===== src/rtl/core/fdr_pkg.sv =====
// ----------------------------------------------------------------------------
// fdr_pkg
// Shared types and constants for the fan duty ramp controller: payload
// layouts, register indexes and fixed duty limits.
// ----------------------------------------------------------------------------
`timescale 1ns / 1ps

package fdr_pkg;

    // Duty values are percent, 0..100
    localparam int unsigned DUTY_W  = 7;
    localparam int unsigned REQ_W   = 8;
    localparam int unsigned CFG_W   = 16;
    localparam int unsigned CFG_IDX_W = 2;

    localparam logic [DUTY_W-1:0] DUTY_CAP  = 7'd100;
    localparam logic [REQ_W-1:0]  RAMP_STEP = 8'd3;

    // Register indexes on the configuration channel
    typedef enum logic [CFG_IDX_W-1:0] {
        CFG_MIN_DUTY    = 2'd0,
        CFG_MAX_DUTY    = 2'd1,
        CFG_RISE_PERIOD = 2'd2,
        CFG_FALL_PERIOD = 2'd3
    } t_cfg_idx;

    // Item kind carried on the slave tuser
    localparam logic FUNC_TICK = 1'b0;
    localparam logic FUNC_SET  = 1'b1;

    // Slave tdata layout, highest bits first (padded to 16 bits)
    typedef struct packed {
        logic [5:0]       pad;
        logic             immediate;
        logic             keep_target;
        logic [REQ_W-1:0] target_percent;
    } t_in_data;

    // Master tdata layout, highest bits first
    typedef struct packed {
        logic              ramp_pending;
        logic              duty_written;
        logic [DUTY_W-1:0] target;
        logic [DUTY_W-1:0] duty;
    } t_out_data;

endpackage


===== src/rtl/core/fan_duty_ramp_controller.sv =====
// Each result is registered: in the output register, or in the skid entry while that is held.
// One item per cycle while the skid entry is empty; clamp, step and countdown are combinational.
// A two-entry output stage (result register plus skid) keeps tready high while
// a single result waits downstream.
// Reset (synchronous, active low): duty, target, countdown and armed clear,
// registers return to min 0, max 100, rise 500 ms, fall 2000 ms.
// ----------------------------------------------------------------------------
// fan_duty_ramp_controller
// Slew-rate limited fan duty: set-target requests and millisecond ticks step
// the driven duty toward a clamped target at configurable rise/fall periods.
// ----------------------------------------------------------------------------
`timescale 1ns / 1ps

module fan_duty_ramp_controller
    import fdr_pkg::*;
#(
    parameter int unsigned PERIOD_BITS = 16
) (
    input  logic                 i_clk,
    input  logic                 i_rst_n,
    // configuration write channel
    input  logic                 i_cfg_valid,
    output logic                 o_cfg_ready,
    input  logic [CFG_IDX_W-1:0] i_cfg_index,
    input  logic [CFG_W-1:0]     i_cfg_data,
    // input stream
    input  logic                 s_axis_tvalid,
    output logic                 s_axis_tready,
    input  logic [15:0]          s_axis_tdata,  // target_percent[7:0], keep_target[8],
                                                // immediate[9], zero pad[15:10]
    input  logic                 s_axis_tuser,  // func: 0 tick, 1 set-target request
    // result stream
    output logic                 m_axis_tvalid,
    input  logic                 m_axis_tready,
    output logic [15:0]          m_axis_tdata   // duty[6:0], target[13:7],
                                                // duty_written[14], ramp_pending[15]
);

    // Width wide enough for both the period registers and the countdown
    localparam int unsigned CMP_W = (PERIOD_BITS > CFG_W) ? PERIOD_BITS : CFG_W;

    // Configuration registers
    logic [DUTY_W-1:0] r_min_duty;
    logic [DUTY_W-1:0] r_max_duty;
    logic [CFG_W-1:0]  r_rise_period;
    logic [CFG_W-1:0]  r_fall_period;

    // Controller state
    logic [DUTY_W-1:0]      r_target_duty, n_target_duty;
    logic [DUTY_W-1:0]      r_current_duty, n_current_duty;
    logic [PERIOD_BITS-1:0] r_countdown, n_countdown;
    logic                   r_armed, n_armed;

    // Output stage
    logic      r_out_valid;
    t_out_data r_out_data;
    logic      r_skid_valid;
    t_out_data r_skid_data;

    t_in_data  in_data;
    logic      in_xfer;
    logic      out_xfer;
    t_out_data result;

    // Update datapath
    logic              is_tick;
    logic              expire;
    logic              do_update;
    logic              keep_eff;
    logic              imm_eff;
    logic [DUTY_W-1:0] lo_lim, hi_lim;
    logic [REQ_W-1:0]  t_raw, t_lo, t_clamp;
    logic [REQ_W-1:0]  d_cur, d_up, d_down, d_new;
    logic              written;
    logic              arm_new;
    logic [CMP_W-1:0]  period_ext, period_lim, period_sat;

    assign in_data  = t_in_data'(s_axis_tdata);
    assign in_xfer  = s_axis_tvalid & s_axis_tready;
    assign out_xfer = r_out_valid & m_axis_tready;

    assign o_cfg_ready   = 1'b1;
    assign s_axis_tready = ~r_skid_valid;
    assign m_axis_tvalid = r_out_valid;
    assign m_axis_tdata  = 16'(r_out_data);

    // Register writes
    always_ff @(posedge i_clk) begin
        if (!i_rst_n) begin
            r_min_duty    <= '0;
            r_max_duty    <= DUTY_CAP;
            r_rise_period <= 16'd500;
            r_fall_period <= 16'd2000;
        end else if (i_cfg_valid && o_cfg_ready) begin
            case (t_cfg_idx'(i_cfg_index))
                CFG_MIN_DUTY:    r_min_duty    <= i_cfg_data[DUTY_W-1:0];
                CFG_MAX_DUTY:    r_max_duty    <= i_cfg_data[DUTY_W-1:0];
                CFG_RISE_PERIOD: r_rise_period <= i_cfg_data;
                CFG_FALL_PERIOD: r_fall_period <= i_cfg_data;
                default: ;
            endcase
        end
    end

    // Pick the operation: request, or tick that lets the countdown expire
    always_comb begin
        is_tick   = (s_axis_tuser == FUNC_TICK);
        expire    = is_tick & r_armed & (r_countdown <= PERIOD_BITS'(1));
        do_update = ~is_tick | expire;
        keep_eff  = is_tick ? 1'b1 : in_data.keep_target;
        imm_eff   = is_tick ? 1'b0 : in_data.immediate;
    end

    // Clamp the target: min first, then max
    always_comb begin
        lo_lim  = (r_min_duty > DUTY_CAP) ? DUTY_CAP : r_min_duty;
        hi_lim  = (r_max_duty > DUTY_CAP) ? DUTY_CAP : r_max_duty;
        t_raw   = keep_eff ? REQ_W'(r_target_duty) : in_data.target_percent;
        t_lo    = (t_raw < REQ_W'(lo_lim)) ? REQ_W'(lo_lim) : t_raw;
        t_clamp = (t_lo > REQ_W'(hi_lim)) ? REQ_W'(hi_lim) : t_lo;
    end

    // Step or jump the duty toward the target
    always_comb begin
        d_cur   = REQ_W'(r_current_duty);
        d_up    = ((d_cur + RAMP_STEP) > t_clamp) ? t_clamp : (d_cur + RAMP_STEP);
        d_down  = ((d_cur - t_clamp) > RAMP_STEP) ? (d_cur - RAMP_STEP) : t_clamp;
        written = do_update & (d_cur != t_clamp);
        if (imm_eff) begin
            d_new = t_clamp;
        end else if (d_cur < t_clamp) begin
            d_new = d_up;
        end else begin
            d_new = d_down;
        end
        arm_new = written & (d_new != t_clamp);
    end

    // Rearm period, saturated to what the countdown holds
    always_comb begin
        period_ext = (d_new > t_clamp) ? CMP_W'(r_fall_period) : CMP_W'(r_rise_period);
        period_lim = {CMP_W{1'b1}} >> (CMP_W - PERIOD_BITS);
        period_sat = (period_ext > period_lim) ? period_lim : period_ext;
    end

    // Next state
    always_comb begin
        n_target_duty  = do_update ? t_clamp[DUTY_W-1:0] : r_target_duty;
        n_current_duty = written ? d_new[DUTY_W-1:0] : r_current_duty;
        if (arm_new) begin
            n_armed     = 1'b1;
            n_countdown = period_sat[PERIOD_BITS-1:0];
        end else if (expire) begin
            n_armed     = 1'b0;
            n_countdown = '0;
        end else if (is_tick && r_armed) begin
            n_armed     = r_armed;
            n_countdown = r_countdown - PERIOD_BITS'(1);
        end else begin
            n_armed     = r_armed;
            n_countdown = r_countdown;
        end
        result.duty         = n_current_duty;
        result.target       = n_target_duty;
        result.duty_written = written;
        result.ramp_pending = n_armed;
    end

    // State registers advance on each input transfer
    always_ff @(posedge i_clk) begin
        if (!i_rst_n) begin
            r_target_duty  <= '0;
            r_current_duty <= '0;
            r_countdown    <= '0;
            r_armed        <= 1'b0;
        end else if (in_xfer) begin
            r_target_duty  <= n_target_duty;
            r_current_duty <= n_current_duty;
            r_countdown    <= n_countdown;
            r_armed        <= n_armed;
        end
    end

    // Output register with skid entry
    always_ff @(posedge i_clk) begin
        if (!i_rst_n) begin
            r_out_valid  <= 1'b0;
            r_skid_valid <= 1'b0;
        end else if (in_xfer) begin
            if (!r_out_valid || out_xfer) begin
                r_out_valid <= 1'b1;
            end else begin
                r_skid_valid <= 1'b1;
            end
        end else if (out_xfer) begin
            r_out_valid  <= r_skid_valid;
            r_skid_valid <= 1'b0;
        end
    end

    always_ff @(posedge i_clk) begin
        if (in_xfer) begin
            if (!r_out_valid || out_xfer) begin
                r_out_data <= result;
            end else begin
                r_skid_data <= result;
            end
        end else if (out_xfer && r_skid_valid) begin
            r_out_data <= r_skid_data;
        end
    end

`ifndef ASSERT_OFF
    // Skid entry only fills behind a held result
    a_skid_behind_out: assert property (@(posedge i_clk) disable iff (!i_rst_n)
        r_skid_valid |-> r_out_valid)
        else $error("skid entry valid without output entry");

    // Every input transfer is followed on the next cycle by a valid result on the master side
    a_result_follows: assert property (@(posedge i_clk) disable iff (!i_rst_n)
        (s_axis_tvalid && s_axis_tready) |=> m_axis_tvalid)
        else $error("input transfer produced no result");

    // An idle countdown is always cleared
    a_disarmed_clear: assert property (@(posedge i_clk) disable iff (!i_rst_n)
        !r_armed |-> (r_countdown == '0))
        else $error("countdown nonzero while disarmed");

    // Driven duty never exceeds full scale
    a_duty_cap: assert property (@(posedge i_clk) disable iff (!i_rst_n)
        m_axis_tvalid |-> (m_axis_tdata[6:0] <= DUTY_CAP))
        else $error("duty above cap");
`endif

endmodule

===== config.mk =====
export PLATFORM = sky130hd
export DESIGN_NAME = fan_duty_ramp_controller
export DESIGN_NICKNAME = d
export VERILOG_FILES = /design/src/rtl/core/fdr_pkg.sv /design/src/rtl/core/fan_duty_ramp_controller.sv
export SDC_FILE = /design/constraint.sdc
export NUM_CORES = 1
export LEC_CHECK = 0
export ABC_AREA = 0
export ABC_CLOCK_PERIOD_IN_PS = 19600
export BUFFER_PORTS_ARGS = -buffer_cell sky130_fd_sc_hd__clkbuf_2
export CAP_MARGIN = 10
export CORE_MARGIN = 2
export CORE_UTILIZATION = 30
export CTS_BUF_LIST = sky130_fd_sc_hd__clkbuf_16
export CTS_CLUSTER_SIZE = 16
export DETAILED_ROUTE_END_ITERATION = 10
export GPL_ROUTABILITY_DRIVEN = 0
export SLEW_MARGIN = 5
export SYNTH_ARGS = -nofsm -noshare
export SYNTH_HDL_FRONTEND = slang
export SYNTH_SLANG_ARGS = --single-unit

===== constraint.sdc =====
create_clock -name i_clk -period 19.6 [get_ports i_clk]
set_input_delay 0.98 -clock i_clk [delete_from_list [all_inputs] [get_ports i_clk]]
set_output_delay 0.98 -clock i_clk [all_outputs]
set_load 0.05 [all_outputs]

==> impl_summary.md <==
Run status
The run finished with clean final reports.

Die
The area of the core is 22000 um2. 59 I/O pins were placed. For this configuration, the core starts out at a cell density of 30.7%. The area enclosed by the die boundary is 23700 um2. The die span in x is 154 um. The number of placement rows is 54. The height of the die is 154 um.

Logic synthesis
The mapped cell area is 6750 um2. The fraction of registers with async set or reset after synthesis is 0%. Of all cell types, the one taking the most synthesized area is sky130_fd_sc_hd__dfxtp_1. In the synthesized netlist the dominant register cell turns out to be sky130_fd_sc_hd__dfxtp_1.

After synthesis, the cell types taking the most area are sky130_fd_sc_hd__dfxtp_1 (23%), sky130_fd_sc_hd__edfxtp_1 (14%), sky130_fd_sc_hd__ha_1 (7.6%), sky130_fd_sc_hd__nand2_1 (7.2%), sky130_fd_sc_hd__mux2i_1 (4.3%). The leading cell type by number of instances after synthesis is sky130_fd_sc_hd__nand2_1. The average size of a mapped cell is 8.75 um2. Of the post-synthesis cell area, the dominant cell type holds 23.4%. The Yosys warning count is 0. The register bit count reported by yosys is 111. The number of unique standard cell types used by synthesis is 76.

The share of synthesized area occupied by flip-flops and latches is 37.7%. By count the netlist is led by sky130_fd_sc_hd__nand2_1 (130), sky130_fd_sc_hd__dfxtp_1 (79), sky130_fd_sc_hd__nor2_1 (53). The gate count of the mapped netlist is 771. The number of synthesized flops with an enable pin is 32.

Clock tree
Buffers inserted to repair hold after CTS numbered 0. The number of buffers on the longest clock path is 2. The quantity of gates resized following cts is 0.

Counting every sink on the clock net gives 111. The clock transition at the registers of the reported paths is 0.08 ns. The later pin in the worst-skew pair is clocked with a latency of 0.36 ns.

The depth of the CTS H-tree is 3. The root buffer cell is sky130_fd_sc_hd__clkbuf_16. The number of setup buffers added after CTS is 0. TritonCTS built the clock tree.

Counting the buffers created by CTS gives 9.

Hold path
The worst hold path begins at r_rise_period[0]$_SDFFE_PN0P_. The path with the worst hold slack has its endpoint at r_rise_period[0]$_SDFFE_PN0P_. The instance count along the most critical hold path is 2. The type of the most critical hold path is flip-flop to flip-flop.

Power and ir drop
The power after layout is 1.02 mW. For this design the ratio of total power to cell area is 135 nW/um2. For this design the static power due to leakage is 3.05 nW. The worst voltage drop across the vdd grid is 0.0000602 V.

Final layout
The filler cell count in the final layout is 2278. The final layout contains 888 nets. The number of antenna diodes is 0. Measured on the finished design, the core utilization comes to 34.4%. The total non-filler cell area in the finished layout is 7550 um2. The synthesis-to-layout area growth is 11.9%. The fraction of final layout cells sized beyond drive strength 1 is 14.8%.

Detailed routing
The number of violations reported at the end of detailed-routing iteration 0 is 416. The total detailed-routing wirelength is 16.4 mm. The first detailed-routing pass ran for 5 iterations. The post-detailed-route DRC marker count is 0. The remaining number of nets flagged by the antenna check after routing is 0.

Using the TritonRoute via totals, the vias-per-cell ratio works out to 5.13. The routed via count is 5601. The routed wire length per instance is 15.0 um.

Worst setup path
The worst setup path is launched from a primary input. The terminus of the critical flop-to-flop path is r_countdown[15]$_SDFFE_PN0P_. The arrival time of the worst setup path is 9.88 ns.

The worst-case reg-to-reg path depth is 35. The maximum single-stage delay on the critical path is 0.71 ns. The startpoint of the worst register-to-register path is r_min_duty[3]$_SDFFE_PN0P_. The type of the setup path with the least slack is primary input to flip-flop. The cell at the slowest stage of the critical path is sky130_fd_sc_hd__o41ai_2. The slack of the worst reg-to-reg path is 10.50 ns. For the worst setup path, the data required time is 19.83 ns. Tracing the worst setup path back leads to its startpoint at s_axis_tuser. In this run the worst path has a maximum fanout of 16. STA classifies the critical path endpoint as a flip-flop.

STA
The final period demand of the worst path is 9.64 ns. The achievable clock frequency is 104 MHz. Setup repair after global routing left no endpoint under its margin. The worst-margin pin slew is 0.866 ns. Dividing the final minimum period by the clock period gives 49.2%. The clock arrives with 0.0151 ns of skew. Setup violations remaining at the end of the flow were counted as 0.

The final max-slew violation count came to 0. After routing, the total negative slack on setup checks comes to 0 ns. The hold violation total from the final report is 0. The setup slack of the critical path after layout is 9.96 ns.

The worst slew margin relative to its limit is 41.6%.

Global route
The initial antenna violation count was 0. Across every metal layer, demand over resource in global routing totals 13.9%. Summed over all layers, the global routing overflow is 0. The via count of the first global-routing pass was 4977. The first global-routing pass estimated 26.8 mm of wire. The maximum number of pins on one net before global-route repair is 83.

Placed design
The half-perimeter wire length after placement is 12.1 mm. During placement, the flow inserted port buffers numbering 51. After detailed placement, the total cell area comes to 7260 um2.

The worst setup slack after placement is 9.69 ns.

Job
The number of max-capacitance violations reported is 0.
-- critical path: cells and delay by family --
family / cells / cell delay (ns)
AOI/OAI and AO/OA: 16 / 3.65
muxes: 5 / 1.74
adders and majority gates: 5 / 1.54
and+or+nand+nor: 6 / 1.27
buffers and inverters: 4 / 0.69
-- layout by cell type, fill, tap and decap left out, types with 5 or more instances in the layout --
| cell | count |
|---|---|
| sky130_fd_sc_hd__nand2_1 | 130 |
| sky130_fd_sc_hd__dfxtp_1 | 79 |
| sky130_fd_sc_hd__nor2_1 | 53 |
| sky130_fd_sc_hd__clkbuf_2 | 51 |
| sky130_fd_sc_hd__o21ai_0 | 49 |
| sky130_fd_sc_hd__ha_1 | 41 |
| sky130_fd_sc_hd__a21oi_1 | 37 |
| sky130_fd_sc_hd__inv_1 | 36 |
| sky130_fd_sc_hd__edfxtp_1 | 32 |
| sky130_fd_sc_hd__mux2i_1 | 29 |
| sky130_fd_sc_hd__nand3_1 | 28 |
| sky130_fd_sc_hd__a21boi_0 | 25 |
| sky130_fd_sc_hd__mux2_2 | 18 |
| sky130_fd_sc_hd__nor2b_1 | 17 |
| sky130_fd_sc_hd__and2_1 | 10 |
| sky130_fd_sc_hd__nor3_1 | 9 |
| sky130_fd_sc_hd__clkbuf_16 | 9 |
| sky130_fd_sc_hd__a31oi_1 | 7 |
| sky130_fd_sc_hd__a2bb2oi_1 | 7 |
| sky130_fd_sc_hd__o211ai_1 | 7 |
| sky130_fd_sc_hd__a32o_1 | 7 |
| sky130_fd_sc_hd__buf_4 | 7 |
| sky130_fd_sc_hd__xnor2_1 | 6 |
| sky130_fd_sc_hd__o22ai_1 | 6 |
| sky130_fd_sc_hd__a21o_1 | 5 |
| sky130_fd_sc_hd__nor4_1 | 5 |
| sky130_fd_sc_hd__nand2b_1 | 5 |
| sky130_fd_sc_hd__or3_1 | 5 |
-- where the power goes --
group | switching (mW) | total [mW] | internal (mW)
clock | 0.0902 | 0.179 | 0.0889
combinational | 0.326 | 0.542 | 0.216
sequential | 0.0282 | 0.298 | 0.269
-- cells by family after synthesis --
family / count (synthesis) / share of synthesized area, %
buffers and inverters: 73 / 4.36
adders and majority gates: 42 / 7.90
DFF: 111 / 37.7
xor gates and xnor gates: 10 / 1.30
AOI/OAI and AO/OA: 195 / 20.5
muxes: 53 / 8.71
other: 1 / 0.0556
and+or+nand+nor: 286 / 19.5
-- flip-flops by register name, indices dropped and copies added (netlist names), 7 cells and up --
signal and cells:
r_countdown 16, m_axis_tdata 16, r_fall_period 16, r_current_duty 7
r_min_duty 7, r_rise_period 16, r_skid_data 16, r_target_duty 7
r_max_duty 7
-- area by class of cell --
type                    count  area (um2)  share of cell area, %
multi-input cells         589        3920                   51.9
flip-flops and latches    111        2540                   33.7
well taps                 280         350                   4.64
repair buffers             58         308                   4.08
clock buffers               9         225                   2.98
inverters                  37         140                   1.86
clock inverters             7        62.6                  0.829
-- per-stage QoR --
stage               hold WS, ns  std cells
global route              0.493       1091
finish                    0.467       1091
floorplan                 0.440        773
global placement          0.449       1074
CTS                       0.470       1090
detailed placement        0.456       1074
-- worst max-delay path by stage --
stage,end,cells after the start
floorplan,r_countdown[2]$_SDFFE_PN0P_,36
global placement,r_countdown[13]$_SDFFE_PN0P_,33
detailed placement,r_countdown[2]$_SDFFE_PN0P_,36
CTS,r_countdown[2]$_SDFFE_PN0P_,36
global route,r_countdown[9]$_SDFFE_PN0P_,36
finish,r_countdown[15]$_SDFFE_PN0P_,36
-- layer usage --
metal | track usage [%] | routed length [um]
met4 | 3.69 | 232
met5 | 0 | 0
met2 | 21.0 | 7340
met3 | 2.79 | 786
met1 | 20.1 | 8000
Note: power is estimated with default switching activity, not from simulation.
